File: src/rtl/dqr_pkg.sv
package dqr_pkg;

  localparam int unsigned MAX_MESSAGE = 512;
  localparam int unsigned POS_W       = 10;
  localparam int unsigned LABEL_W     = 6;
  localparam int unsigned TAIL_W      = 3;
  localparam int unsigned COUNT_W     = 5;

  // bytes after the echoed byte that completes the question
  localparam logic [COUNT_W-1:0] ANSWER_LEN = 5'd16;
  // bytes still to be echoed once the name ends (QTYPE, QCLASS)
  localparam logic [TAIL_W-1:0]  TAIL_LEN   = 3'd4;
  localparam logic [POS_W-1:0]   HEADER_END = 10'd11;
  localparam logic [POS_W:0]     ANSWER_ROOM = 11'd17;

  localparam logic [1:0] REG_ADDRESS = 2'd0;
  localparam logic [1:0] REG_TTL     = 2'd1;

  typedef enum logic [2:0] {
    PH_HEADER = 3'd0,
    PH_NAME   = 3'd1,
    PH_LABEL  = 3'd2,
    PH_PTR    = 3'd3,
    PH_TAIL   = 3'd4,
    PH_SKIP   = 3'd5
  } phase_t;

  typedef struct packed {
    logic [7:0] in_byte;
    logic       in_last;
  } query_t;

  typedef struct packed {
    logic [7:0] out_byte;
    logic       out_last;
    logic       drop_frame;
  } reply_t;

  // Answer record after the question: C0 0C, type A, class IN, TTL, RDLENGTH 4, address
  function automatic logic [7:0] answer_byte(input logic [3:0] idx,
                                             input logic [31:0] ttl,
                                             input logic [31:0] addr);
    logic [7:0] b;
    case (idx)
      4'd0:    b = 8'hC0;
      4'd1:    b = 8'h0C;
      4'd2:    b = 8'h00;
      4'd3:    b = 8'h01;
      4'd4:    b = 8'h00;
      4'd5:    b = 8'h01;
      4'd6:    b = ttl[31:24];
      4'd7:    b = ttl[23:16];
      4'd8:    b = ttl[15:8];
      4'd9:    b = ttl[7:0];
      4'd10:   b = 8'h00;
      4'd11:   b = 8'h04;
      4'd12:   b = addr[31:24];
      4'd13:   b = addr[23:16];
      4'd14:   b = addr[15:8];
      4'd15:   b = addr[7:0];
      default: b = 8'h00;
    endcase
    return b;
  endfunction

endpackage

File: src/rtl/dns_query_responder.sv
// A query byte is accepted into the parser and its response byte is presented on
// reply the next cycle; one query byte per cycle sustained while reply_ready is high.
// The byte that completes the question is followed by a 16-byte answer burst
// from the same reply register, so that byte holds query_ready low until the last answer byte is taken.
// Reset (rst, synchronous): parser to header phase at position 0, reply empty,
// answer_address 0, answer_ttl 60.
module dns_query_responder (
  input  logic             clk,
  input  logic             rst,
  input  logic             query_valid,
  output logic             query_ready,
  input  dqr_pkg::query_t  query,
  output logic             reply_valid,
  input  logic             reply_ready,
  output dqr_pkg::reply_t  reply,
  input  logic             psel,
  input  logic             penable,
  input  logic             pwrite,
  input  logic [2:0]       paddr,
  input  logic [31:0]      pwdata,
  output logic [31:0]      prdata,
  output logic             pready
);

  logic [31:0] answer_address;
  logic [31:0] answer_ttl;

  dqr_pkg::phase_t               phase, phase_next;
  logic [dqr_pkg::POS_W-1:0]     pos, pos_next;
  logic [dqr_pkg::LABEL_W-1:0]   label_left, label_left_next;
  logic [dqr_pkg::TAIL_W-1:0]    tail_left, tail_left_next;

  logic                          job_valid, job_valid_next;
  logic [7:0]                    job_byte, job_byte_next;
  logic                          job_drop, job_drop_next;
  logic                          job_answer, job_answer_next;
  logic [dqr_pkg::COUNT_W-1:0]   job_count, job_count_next;

  logic job_final;
  logic take;
  logic [dqr_pkg::LABEL_W-1:0] label_dec;
  logic [dqr_pkg::TAIL_W-1:0]  tail_dec;
  logic tail_done;
  logic too_long;
  logic drop;
  logic [7:0] echo;
  logic [3:0] ans_idx;

  // configuration port
  assign pready = 1'b1;
  assign prdata = (paddr[2] == dqr_pkg::REG_TTL[0]) ? answer_ttl : answer_address;

  always_ff @(posedge clk) begin
    if (rst) begin
      answer_address <= 32'd0;
      answer_ttl     <= 32'd60;
    end else if (psel && penable && pwrite) begin
      case ({1'b0, paddr[2]})
        dqr_pkg::REG_ADDRESS: answer_address <= pwdata;
        dqr_pkg::REG_TTL:     answer_ttl     <= pwdata;
        default: ;
      endcase
    end
  end

  // reply register
  assign job_final = job_drop ||
                     (job_count == (job_answer ? dqr_pkg::ANSWER_LEN : '0));
  assign query_ready = !job_valid || (reply_ready && job_final);
  assign take = query_valid && query_ready;
  assign reply_valid = job_valid;

  assign ans_idx = job_count[3:0] - 4'd1;
  always_comb begin
    reply.out_byte   = (job_count == '0) ? job_byte
                     : dqr_pkg::answer_byte(ans_idx, answer_ttl, answer_address);
    reply.out_last   = job_drop || (job_answer && (job_count == dqr_pkg::ANSWER_LEN));
    reply.drop_frame = job_drop;
  end

  // parser
  assign label_dec = (label_left != '0) ? label_left - 6'd1 : '0;
  assign tail_dec  = (tail_left != '0) ? tail_left - 3'd1 : '0;
  assign tail_done = (phase == dqr_pkg::PH_TAIL) && (tail_left <= 3'd1);
  assign too_long  = ({1'b0, pos} + dqr_pkg::ANSWER_ROOM) >
                     dqr_pkg::MAX_MESSAGE[dqr_pkg::POS_W:0];
  assign drop      = too_long || (query.in_last && !tail_done);

  always_comb begin
    echo = query.in_byte;
    case (pos)
      10'd2:   echo = 8'h84 | {7'd0, query.in_byte[0]};
      10'd7:   echo = 8'h01;
      10'd3, 10'd6, 10'd8, 10'd9, 10'd10, 10'd11: echo = 8'h00;
      default: ;
    endcase
    if (phase != dqr_pkg::PH_HEADER) echo = query.in_byte;
  end

  always_comb begin
    phase_next      = phase;
    pos_next        = pos;
    label_left_next = label_left;
    tail_left_next  = tail_left;
    job_valid_next  = job_valid;
    job_byte_next   = job_byte;
    job_drop_next   = job_drop;
    job_answer_next = job_answer;
    job_count_next  = job_count;

    if (job_valid && reply_ready) begin
      if (job_final) job_valid_next = 1'b0;
      else           job_count_next = job_count + 5'd1;
    end

    if (take) begin
      if (phase == dqr_pkg::PH_SKIP) begin
        if (query.in_last) begin
          phase_next = dqr_pkg::PH_HEADER;
          pos_next   = '0;
        end
      end else begin
        job_valid_next  = 1'b1;
        job_count_next  = '0;
        job_answer_next = 1'b0;
        if (drop) begin
          job_byte_next   = 8'h00;
          job_drop_next   = 1'b1;
          phase_next      = query.in_last ? dqr_pkg::PH_HEADER : dqr_pkg::PH_SKIP;
          pos_next        = '0;
          label_left_next = '0;
          tail_left_next  = '0;
        end else begin
          job_byte_next = echo;
          job_drop_next = 1'b0;
          pos_next      = pos + 10'd1;
          case (phase)
            dqr_pkg::PH_HEADER: begin
              if (pos >= dqr_pkg::HEADER_END) phase_next = dqr_pkg::PH_NAME;
            end
            dqr_pkg::PH_NAME: begin
              if (query.in_byte == 8'h00) begin
                phase_next     = dqr_pkg::PH_TAIL;
                tail_left_next = dqr_pkg::TAIL_LEN;
              end else if (query.in_byte[7:6] != 2'b00) begin
                phase_next = dqr_pkg::PH_PTR;   // compression pointer ends the name
              end else begin
                label_left_next = query.in_byte[5:0];
                phase_next      = dqr_pkg::PH_LABEL;
              end
            end
            dqr_pkg::PH_LABEL: begin
              label_left_next = label_dec;
              if (label_dec == '0) phase_next = dqr_pkg::PH_NAME;
            end
            dqr_pkg::PH_PTR: begin
              phase_next     = dqr_pkg::PH_TAIL;
              tail_left_next = dqr_pkg::TAIL_LEN;
            end
            default: begin
              tail_left_next = tail_dec;
            end
          endcase
          if (tail_done) begin
            job_answer_next = 1'b1;
            phase_next      = query.in_last ? dqr_pkg::PH_HEADER : dqr_pkg::PH_SKIP;
            pos_next        = '0;
            label_left_next = '0;
            tail_left_next  = '0;
          end
        end
      end
    end
  end

  always_ff @(posedge clk) begin
    if (rst) begin
      phase      <= dqr_pkg::PH_HEADER;
      pos        <= '0;
      label_left <= '0;
      tail_left  <= '0;
      job_valid  <= 1'b0;
      job_drop   <= 1'b0;
      job_answer <= 1'b0;
      job_count  <= '0;
    end else begin
      phase      <= phase_next;
      pos        <= pos_next;
      label_left <= label_left_next;
      tail_left  <= tail_left_next;
      job_valid  <= job_valid_next;
      job_drop   <= job_drop_next;
      job_answer <= job_answer_next;
      job_count  <= job_count_next;
    end
  end

  always_ff @(posedge clk) begin
    job_byte <= job_byte_next;
  end

`ifndef SYNTHESIS
  a_count_only_in_answer: assert property (@(posedge clk) disable iff (rst)
    job_valid && !job_answer |-> job_count == '0)
    else $error("reply count advanced outside an answer burst");

  a_drop_alone: assert property (@(posedge clk) disable iff (rst)
    job_valid && job_drop |-> !job_answer)
    else $error("drop transfer carries an answer burst");

  a_header_pos: assert property (@(posedge clk) disable iff (rst)
    phase == dqr_pkg::PH_HEADER |-> pos <= dqr_pkg::HEADER_END)
    else $error("header phase past the fixed header");

  a_tail_range: assert property (@(posedge clk) disable iff (rst)
    tail_left <= dqr_pkg::TAIL_LEN)
    else $error("tail count out of range");
`endif

endmodule
File: config.mk
export PLATFORM = sky130hd
export DESIGN_NAME = dns_query_responder
export DESIGN_NICKNAME = d
export VERILOG_FILES = /design/src/rtl/dqr_pkg.sv /design/src/rtl/dns_query_responder.sv
export SDC_FILE = /design/constraint.sdc
export NUM_CORES = 1
export LEC_CHECK = 0
export ABC_CLOCK_PERIOD_IN_PS = 2900
export BUFFER_PORTS_ARGS = -buffer_cell sky130_fd_sc_hd__buf_2
export CAP_MARGIN = 20
export CORE_ASPECT_RATIO = 0.75
export CORE_MARGIN = 8
export CORE_UTILIZATION = 37
export CTS_CLUSTER_DIAMETER = 40
export DETAILED_ROUTE_END_ITERATION = 8
export PLACE_DENSITY = 0.65
export REMOVE_ABC_BUFFERS = 1
export SLEW_MARGIN = 10
export SYNTH_ARGS = -nofsm -noshare
export SYNTH_HDL_FRONTEND = slang
export SYNTH_SLANG_ARGS = --single-unit
File: constraint.sdc
create_clock -name clk -period 2.9 [get_ports clk]
set_input_delay 0.145 -clock clk [delete_from_list [all_inputs] [get_ports clk]]
set_output_delay 0.145 -clock clk [all_outputs]
set_load 0.1 [all_outputs]
==> results of run 1 <==
==> cell type report <==
class,count,area share (%)
clock buffers,10,3.35
flip-flops and latches,102,29.8
clock inverters,6,0.790
inverters,15,0.790
well taps,210,3.69
diodes,1,0.0351
repair buffers,121,11.5
multi-input cells,579,50.0
==> path summary, 6_finish.rpt <==
path | cells after the start | slack, ns | end | from
hold / removal | 3 | 0.04 | answer_ttl[20] | pwdata[20]
setup reg to reg | 7 | 0.29 | label_left[4] | job_count[0]
hold reg to reg | 2 | 0.46 | answer_address[0] | answer_address[0]
setup / recovery | 10 | 0.12 | reply[4] | job_count[0]
==> flip-flops by register name (all words and copies together), names as in the netlist <==
| name | flops |
|---|---|
| job_byte | 8 |
| label_left | 6 |
| job_count | 5 |
| job_drop | 1 |
| phase | 3 |
| pos | 10 |
| answer_address | 32 |
| answer_ttl | 32 |
| tail_left | 3 |
| reply_valid | 1 |
| job_answer | 1 |
==> timing repair <==
| action | 4_1_cts | 5_1_grt |
|---|---|---|
| pin swaps | 0 | 2 |
| setup buffers | 0 | 3 |
| endpoints found under the setup margin | 7 | 8 |
| resized for setup | 8 | 13 |
| endpoints found under the hold margin | 0 | 0 |
| cloned | 0 | 0 |
==> kinds of logic (layout without fill, tap and decap cells) <==
kind of cell	after synthesis	count (layout)	synth area share, %
AOI/OAI and AO/OA	186	186	21.0
xor gates and xnor gates	9	9	1.34
adders and majority gates	12	12	2.55
buffers and inverters	69	152	4.69
DFF	102	102	36.0
muxes	50	50	9.39
other	1	2	0.0636
and+or+nand+nor	321	321	25.0
==> per-layer routing <==
metal	up-vias	share of wire (%)
met1	2665	48
met2	204	43
met5	-	0
met4	0	1.9
met3	26	7.3
li1	2841	-
==> where the power goes <==
| part | internal (W) | switching (W) |
|---|---|---|
| Combinational | 0.000155 | 0.000372 |
| Sequential | 0.00145 | 0.0000328 |
| Clock | 0.000620 | 0.000576 |
==> per-stage QoR <==
stage / setup WS [ns] / instance area, um2
CTS: -0.0124 / 7060
detailed placement: 0.174 / 6730
global placement: 0.255 / 6730
floorplan: -1.22 / 5670
global route: -0.00115 / 7120
finish: 0.120 / 7120
==> synthesized netlist by cell type, types with 4 or more instances <==
cell       number  area share, %
mux2_2         42            8.0
edfxtp_1        8            4.1
a211oi_1        5           0.64
nand2b_1        6           0.64
a41o_1          4           0.68
nor2b_1        14            1.5
a22o_1          6           0.89
a32oi_1         5           0.74
nor3b_1         4           0.51
dfxtp_1        94             32
a21oi_1        84            7.1
nand2_1       171             11
nor2_1         46            2.9
xor2_1          6           0.89
ha_1           12            2.5
and2_1          8           0.85
buf_1          13           0.83
a22oi_1        11            1.4
o21ai_0        18            1.5
mux2i_1         8            1.4
nand3_1        14            1.2
inv_1          15           0.96
nor3_1         23            2.0
nor4_1          8           0.85
a2111oi_0       4           0.59
clkbuf_1       36            2.3
==> critical path, cell delays in order, from the launching register on <==
cell and delay [ns]:
dfxtp_2 0.37, inv_1 0.10, ha_2 0.20, or3b_4 0.41, buf_4 0.16, nor2_1 0.08, buf_4 0.17, nand2_1 0.09
nor4b_2 0.17, a32oi_2 0.32, buf_12 0.22
==> metrics.cfg, run 1 <==
[run_status]
status = finished clean

[synthesis]
yosysSeqAreaShare_pct = 36.0
synth_edf_count = 8
syn_inst = 750
synthDistinctLibCells = 77
ys.flop_type = dfxtp_1
synthArstFlopShare_pct = 0
synth_seq_cells = 102
syn_avg_cell_area_um2 = 7.86
synth_warnings = 0
netlist_area_um2 = 5890

[timing]
finalHoldViolations = 0
timing.fmax_mhz = 360
worst_slew_pin_slew_ns = 0.876
final.setup_skew_ns = 0.0118
relSlewSlack_pct = 41.6
whs_ns = 0.0368
fin_crit_ns = 2.78
fin_crit_sh_pct = 95.9
setup_violations = 0
finalSetupTns_ns = 0
maxSlewViolCount = 0

[die]
std_cell_rows = 40
die_y_um = 125
ioPinCount = 96
die_area_um2 = 20300
core_um2 = 15800
initial_core_util_pct = 37.3
die_w_um = 162

[global_route]
use_met2_pct = 25.6
grt_overflow = 0
busiest_layer = met2
antenna_found_initial = 1
grt_pass1_wl_um = 29200
grt_util_met1_pct = 25.3
grtUsageMet3_pct = 3.74
grt_use_total_pct = 17.6
grt_max_degree = 65
grt_pass1_vias = 5400

[clocking]
clockBufferDepth = 2
clk-insertion-delay-late_ns = 0.35
cts_hold_buf = 0
clock_sinks = 102
cts_tree = done
numCtsBuffers = 9
clk_pin_slew_ns = 0.08
cts_root_buffer = clkbuf_16
htreeDepth = 3

[drt]
dr.pass1.iters = 6
drtIter0Drc = 455
wl_per_cell_um = 17.1
viasPerCell = 5.49
postRouteAntennaNets = 0
totalWireLength_um = 17900
num_vias = 5736
drcViolationCount = 0

[pwr]
p_leak_nw = 2.76
vdd_drop_max_v = 0.000293
power_density_nw_per_um2 = 451
power.total_w = 0.00321

[setup_path]
crit_fanout = 8
cp.required_ns = 2.76
start_kind = flip-flop
crit_type = reg2out
worstPathArrival_ns = 2.63
crit_path_end_kind = output port

[finish]
nets = 891
final_util_pct = 45.0
regArea_um2 = 2120
mostFrequentLayoutCell = nand2_1
final_cells = 1044
n_fill_cell = 1621
area_growth_syn_to_layout_pct = 20.9
drive_gt1_share_pct = 24.8
multi_input_area_um2 = 3560
final_cell_mix = nand2_1 (171), dfxtp_1 (92), a21oi_1 (84)

[placement]
io_buffers = 92
gp_congestion = 0.882
dp_hpwl_um = 12700
dp_cells = 1024

[run]
maxCapViolCount = 0

[hold_path]
holdCritPathClass = in2reg

Note: power is estimated with default switching activity, not from simulation.
==> inputs of run 2 (changes only) <==
--- a/config.mk
+++ b/config.mk
@@ -15,3 +15,3 @@
 export DETAILED_ROUTE_END_ITERATION = 8
-export PLACE_DENSITY = 0.65
+export PLACE_DENSITY_LB_ADDON = 0.12
 export REMOVE_ABC_BUFFERS = 1
--- a/constraint.sdc
+++ b/constraint.sdc
@@ -3,2 +3,2 @@
 set_output_delay 0.145 -clock clk [all_outputs]
-set_load 0.1 [all_outputs]
+set_load 0.05 [all_outputs]
==> run 2 against run 1 <==
Net effect: total power shrank 1.5%; largest power group unchanged; via count down 0.23%; worst hold slack worse by 0.0035 ns; final cell count decreased by 0.86%; worst setup slack improved by 0.060 ns; largest cell class unchanged; sequential share of layout area up 0.97 points; flip-flop and latch count unchanged; die area is the same; clock power increased by 6%; final area fell by 3.2%.
==> metrics.cfg, run 2 (synthesis results as in run 1) <==
[die]
die_y_um = 125  ; unchanged
ioPinCount = 96  ; unchanged
die_area_um2 = 20300  ; unchanged
std_cell_rows = 40  ; unchanged
initial_core_util_pct = 37.3  ; unchanged
die_w_um = 162  ; unchanged
core_um2 = 15800  ; unchanged

[setup_path]
ff2ff_setup_slack_ns = 0.34  ; was 0.29 ns
reg2reg_depth = 7  ; unchanged
crit_type = reg2out  ; unchanged
crit_fanout = 7  ; was 8
crit_path_end_kind = output port  ; unchanged
rr_startpoint = job_count[0]  ; unchanged
worstPathArrival_ns = 2.58  ; was 2.63 ns
r2r_end = label_left[0]  ; was label_left[4]
cp.required_ns = 2.76  ; about the same
start_kind = flip-flop  ; unchanged

[placement]
placed_cell_area_um2 = 6560  ; was 6730 um2
io_buffers = 92  ; unchanged
gp_congestion = 0.807  ; was 0.882
dp_hpwl_um = 13000  ; was 12700 um

[finish]
area_growth_syn_to_layout_pct = 17.1  ; was 20.9%
multi_input_area_um2 = 3520  ; was 3560 um2
final_cell_mix = nand2_1 (171), dfxtp_1 (92), buf_2 (90)  ; was nand2_1 (171), dfxtp_1 (92), a21oi_1 (84)
antenna_cells = 0  ; was 1
drive_gt1_share_pct = 23.0  ; was 24.8%
top_regs = answer_address: 32 flops, answer_ttl: 32 flops, pos: 10 flops  ; unchanged
regArea_um2 = 2120  ; unchanged
n_fill_cell = 1655  ; was 1621
final_util_pct = 43.6  ; was 45.0%
finalInstanceArea_um2 = 6900  ; was 7120 um2
mostFrequentLayoutCell = nand2_1  ; unchanged
nets = 883  ; was 891

[global_route]
grt_pass1_wl_um = 29800  ; was 29200 um
antenna_found_initial = 0  ; was 1
grt_max_degree = 58  ; was 65
grt_overflow = 0  ; unchanged
grt_pass1_vias = 5643  ; was 5400
grt_use_total_pct = 18.0  ; was 17.6%

[timing]
setup_violations = 0  ; unchanged
fin_crit_sh_pct = 93.8  ; was 95.9%
finalHoldViolations = 0  ; unchanged
fin_crit_ns = 2.72  ; was 2.78 ns
worst_slew_pin_slew_ns = 0.685  ; was 0.876 ns
rsz0062_at_grt = no
maxSlewViolCount = 0  ; unchanged
relSlewSlack_pct = 54.3  ; was 41.6%
timing.fmax_mhz = 368  ; was 360 MHz
final.setup_skew_ns = 0.00526  ; was 0.0118 ns

[hold_path]
min_from = pwdata[22]  ; was pwdata[20]
whs_endpoint = answer_ttl[22]  ; was answer_ttl[20]
hold_depth = 3  ; unchanged
holdCritPathClass = in2reg  ; unchanged

[drt]
wl_per_cell_um = 17.9  ; was 17.1 um
num_vias = 5723  ; was 5736
highest_layer = met4  ; unchanged
drt-met1-wl_um = 8550  ; was 8640 um
wl_met3_um = 1200  ; was 1310 um
drcViolationCount = 0  ; unchanged
totalWireLength_um = 18500  ; was 17900 um
dr.pass1.iters = 5  ; was 6
viasPerCell = 5.53  ; was 5.49
drtIter0Drc = 458  ; was 455
wl_met2_um = 8520  ; was 7610 um
postRouteAntennaNets = 0  ; unchanged

[clocking]
numCtsBuffers = 9  ; unchanged
clockBufferDepth = 2  ; unchanged
cts_hold_buf = 0  ; unchanged
cts_tree = done  ; unchanged
clock_sinks = 102  ; unchanged
clk_pin_slew_ns = 0.07  ; was 0.08 ns
htreeDepth = 3  ; unchanged
clk-insertion-delay-late_ns = 0.35  ; about the same
cts_root_buffer = clkbuf_16  ; unchanged

[pwr]
power.total_w = 0.00316  ; was 0.00321 W
vdd_drop_max_v = 0.000240  ; was 0.000293 V
power_density_nw_per_um2 = 458  ; was 451 nW/um2
p_leak_nw = 2.69  ; was 2.76 nW

[run]
maxCapViolCount = 0  ; unchanged

[run_status]
status = finished clean  ; unchanged

run 2: worst max-delay path, cell delays in order, from the launching register on:
cell and delay [ns]:
dfxtp_2 0.39, inv_1 0.09, ha_1 0.30, a22o_1 0.30, a211oi_1 0.23, a311oi_1 0.07, nor4_1 0.32, o221a_2 0.25
o21ai_1 0.07, buf_4 0.20
run 2: worst max path at each step:
| stage | start | end | cells after the start |
|---|---|---|---|
| finish | job_count[1] | reply[2] | 9 |
| global route | job_count[1] | reply[2] | 9 |
| CTS | job_count[1] | reply[2] | 10 |
| detailed placement | job_count[0] | reply[4] | 9 |
| global placement | job_count[0] | reply[4] | 9 |
| floorplan | job_count[0] | tail_left[0] | 8 |
run 2: layout make-up:
cell class              instances  share of cell area (%)
well taps                     210                    3.81
clock buffers                  10                    3.46
inverters                      15                   0.816
clock inverters                 6                   0.980
repair buffers                113                    9.03
multi-input cells             579                    51.1
flip-flops and latches        102                    30.8
run 2: metal layers:
metal / vias to the layer above / global-route usage [%]
li1: 2808 / -
met1: 2723 / 24.2
met2: 176 / 28.4
met3: 16 / 4.13
met4: 0 / 5.11
met5: - / 0
run 2: repair_timing:
| item | CTS | global route |
|---|---|---|
| setup endpoints to repair | 8 | 8 |
| gates resized for setup | 6 | 10 |
| buffers inserted | 0 | 0 |
run 2: power by group:
group | internal, W | leakage (nW) | total (W) | switching (W)
Combinational | 0.000131 | 1.69 | 0.000404 | 0.000273
Clock | 0.000700 | 0.154 | 0.00127 | 0.000572
Sequential | 0.00145 | 0.842 | 0.00149 | 0.0000318
run 2: per-stage QoR:
stage          TNS (ns)  hold WS [ns]  instances  setup slack, ns
3_3_place_gp          0         0.391       1019            0.239
6_report              0        0.0333       1035            0.180
4_1_cts               0        0.0182       1035           0.0299
5_1_grt               0        0.0252       1035           0.0314
3_5_place_dp          0         0.393       1019            0.178
2_1_floorplan     -6.44         0.214        696           -0.551
==> inputs of run 3 (changes only) <==
CTS_BUF_LIST = sky130_fd_sc_hd__clkbuf_8   (was default)
==> run 3 against run 2 <==
Net effect: worst hold slack worse by 0.0035 ns; flip-flop and latch count stayed put; final cell count is 3.0% higher; combinational power is 7.9% higher; first-iteration DRC count is 3.1% lower; worst setup slack worse by 0.058 ns; largest cell class unchanged.
==> metrics.cfg, run 3 (synthesis results as in run 1) <==
[die]
die_y_um = 125  ; unchanged
core_um2 = 15800  ; unchanged
die_area_um2 = 20300  ; unchanged
initial_core_util_pct = 37.3  ; unchanged
ioPinCount = 96  ; unchanged
die_w_um = 162  ; unchanged
std_cell_rows = 40  ; unchanged

[finish]
top_regs = answer_address: 32 flops, answer_ttl: 32 flops, pos: 10 flops  ; unchanged
area_growth_syn_to_layout_pct = 20.7  ; was 17.1%
mostFrequentLayoutCell = nand2_1  ; unchanged
nets = 914  ; was 883
drive_gt1_share_pct = 22.3  ; was 23.0%
final_cell_mix = nand2_1 (171), dfxtp_1 (92), buf_2 (90)  ; unchanged
antenna_cells = 0  ; unchanged
final_util_pct = 45.0  ; was 43.6%
n_fill_cell = 1644  ; was 1655

[global_route]
grt_overflow = 0  ; unchanged
grt_max_degree = 58  ; unchanged
antenna_found_initial = 0  ; unchanged
grt_pass1_vias = 5740  ; was 5643
grt_pass1_wl_um = 30300  ; was 29800 um
grt_use_total_pct = 18.2  ; was 18.0%

[setup_path]
start_kind = flip-flop  ; unchanged
worstPathArrival_ns = 2.63  ; was 2.58 ns
reg2reg_depth = 7  ; unchanged
crit_fanout = 22  ; was 7
cp.required_ns = 2.76  ; about the same
crit_path_end_kind = output port  ; unchanged
path_delay_family = buffers and inverters  ; was compound AO/OA/AOI/OAI gates
cp_slowest_cell = dfxtp_2  ; unchanged
path_cells = inv_1 -> ha_1 -> buf_4 -> nor2b_4 -> a22oi_1 -> nor2b_2 -> a22oi_1 -> a32oi_1 -> buf_4  ; was inv_1 -> ha_1 -> a22o_1 -> a211oi_1 -> a311oi_1 -> nor4_1 -> o221a_2 -> o21ai_1 -> buf_4
crit_type = reg2out  ; unchanged
ff2ff_setup_slack_ns = 0.34  ; about the same
rr_startpoint = pos[1]  ; was job_count[0]
r2r_end = label_left[3]  ; was label_left[0]
max_stage_delay_ns = 0.37  ; was 0.39 ns
crit_buf_inv = 3  ; was 2

[pwr]
p_sw_share_pct = 29.4  ; was 27.7%
p_leak_nw = 2.77  ; was 2.69 nW
p_sw_w = 0.000848  ; was 0.000877 W
clkPwrFrac_pct = 33.5  ; was 40.2%
vdd_drop_max_v = 0.000196  ; was 0.000240 V
intPower_w = 0.00204  ; was 0.00229 W
power.total_w = 0.00289  ; was 0.00316 W
power_density_nw_per_um2 = 406  ; was 458 nW/um2
seq_power_share_pct = 51.4  ; was 47.0%
pwr-share-comb_pct = 15.1  ; was 12.8%

[drt]
postRouteAntennaNets = 0  ; unchanged
drcViolationCount = 0  ; unchanged
drtIter0Drc = 444  ; was 458
dr.pass1.iters = 5  ; unchanged
wl_per_cell_um = 17.6  ; was 17.9 um
viasPerCell = 5.48  ; was 5.53
totalWireLength_um = 18800  ; was 18500 um
num_vias = 5841  ; was 5723

[hold_path]
whs_endpoint = answer_ttl[19]  ; was answer_ttl[22]
holdCritPathClass = in2reg  ; unchanged
hold_depth = 3  ; unchanged
min_from = pwdata[19]  ; was pwdata[22]

[timing]
relSlewSlack_pct = 54.2  ; was 54.3%
finalSetupTns_ns = 0  ; unchanged
fin_crit_sh_pct = 95.8  ; was 93.8%
final.setup_skew_ns = 0.00838  ; was 0.00526 ns
rsz0062_at_grt = no  ; unchanged
worst_slew_pin_slew_ns = 0.688  ; was 0.685 ns
finalWorstSetupSlack_ns = 0.122  ; was 0.180 ns
fin_crit_ns = 2.78  ; was 2.72 ns
maxSlewViolCount = 0  ; unchanged
timing.fmax_mhz = 360  ; was 368 MHz
setup_violations = 0  ; unchanged
finalHoldViolations = 0  ; unchanged

[clocking]
cts_tree = done  ; unchanged
numCtsBuffers = 9  ; unchanged
clock_sinks = 102  ; unchanged
clk_pin_slew_ns = 0.10  ; was 0.07 ns
htreeDepth = 3  ; unchanged
cts_root_buffer = clkbuf_8  ; was clkbuf_16
clk-insertion-delay-late_ns = 0.38  ; was 0.35 ns
clockBufferDepth = 2  ; unchanged
cts_setup_buffers = 0  ; unchanged

[placement]
place_ws_ns = 0.178  ; unchanged
dp_hpwl_um = 13000  ; unchanged
gp_congestion = 0.807  ; unchanged
io_buffers = 92  ; unchanged

[run]
maxCapViolCount = 0  ; unchanged

[run_status]
status = finished clean  ; unchanged

==> run 3: cell count changes in the layout (fill, tap and decap cells not counted), sizes merged <==
cell         previous run  this run
dlygate4sd3             0        31
==> run 3: stage by stage <==
step / hold WS [ns] / std cells / instance area [um2]
global route: 0.0166 / 1066 / 7110
finish: 0.0299 / 1066 / 7110
global placement: 0.391 / 1019 / 6560
CTS: 0.00553 / 1066 / 7090
detailed placement: 0.393 / 1019 / 6560
floorplan: 0.214 / 696 / 5670
==> run 3: power by group through the flow <==
stage	clock network, W	registers (W)	logic (W)
global placement	0	0.00152	0.000399
CTS	0.00100	0.00149	0.000437
global route	0.00104	0.00149	0.000472
finish	0.000968	0.00149	0.000436
detailed placement	0	0.00152	0.000402
floorplan	0	0.00151	0.000237
==> run 3: layer usage <==
| metal | global-route usage [%] | wire length (um) | up-vias |
|---|---|---|---|
| li1 | - | - | 2869 |
| met5 | 0 | 0 | - |
| met2 | 28.8 | 8630 | 194 |
| met1 | 24.7 | 8770 | 2760 |
| met4 | 4.78 | 233 | 0 |
| met3 | 3.93 | 1140 | 18 |
==> run 3: what timing repair did <==
item                                    in CTS  in global routing
endpoints found under the hold margin       57                  0
endpoints found under the setup margin       8                  8
resized for setup                            8                  8
gates cloned                                 0                  0
hold buffers                                31                  0
==> run 3: worst max path at each step <==
stage / depth (start not counted) / slack [ns] / end / start
final: 9 / 0.12 / reply[4] / job_count[1]
after global routing: 10 / 0.01 / reply[2] / job_count[1]
after CTS: 9 / 0.02 / reply[2] / job_count[1]
after detailed placement: 9 / 0.18 / reply[4] / job_count[0]
after global placement: 9 / 0.24 / reply[4] / job_count[0]
after floorplan: 8 / -0.55 / tail_left[0] / job_count[0]
==> run 3: area by class of cell <==
cell class              count  area, um2  share of cell area, %
multi-input cells         579       3530                   49.6
flip-flops and latches    102       2130                   29.9
repair buffers            144        933                   13.1
well taps                 210        263                   3.69
clock buffers              10        138                   1.94
clock inverters             6       67.6                  0.950
inverters                  15       56.3                  0.792
==> run 3: worst reg2reg max path, cell delays in order, from the launching register on <==
cell       delay, ns
dfxtp_1         0.50
ha_1            0.39
nand2_1         0.12
a211oi_1        0.40
o21ai_1         0.27
buf_4           0.26
a2111oi_0       0.36
mux2_2          0.22
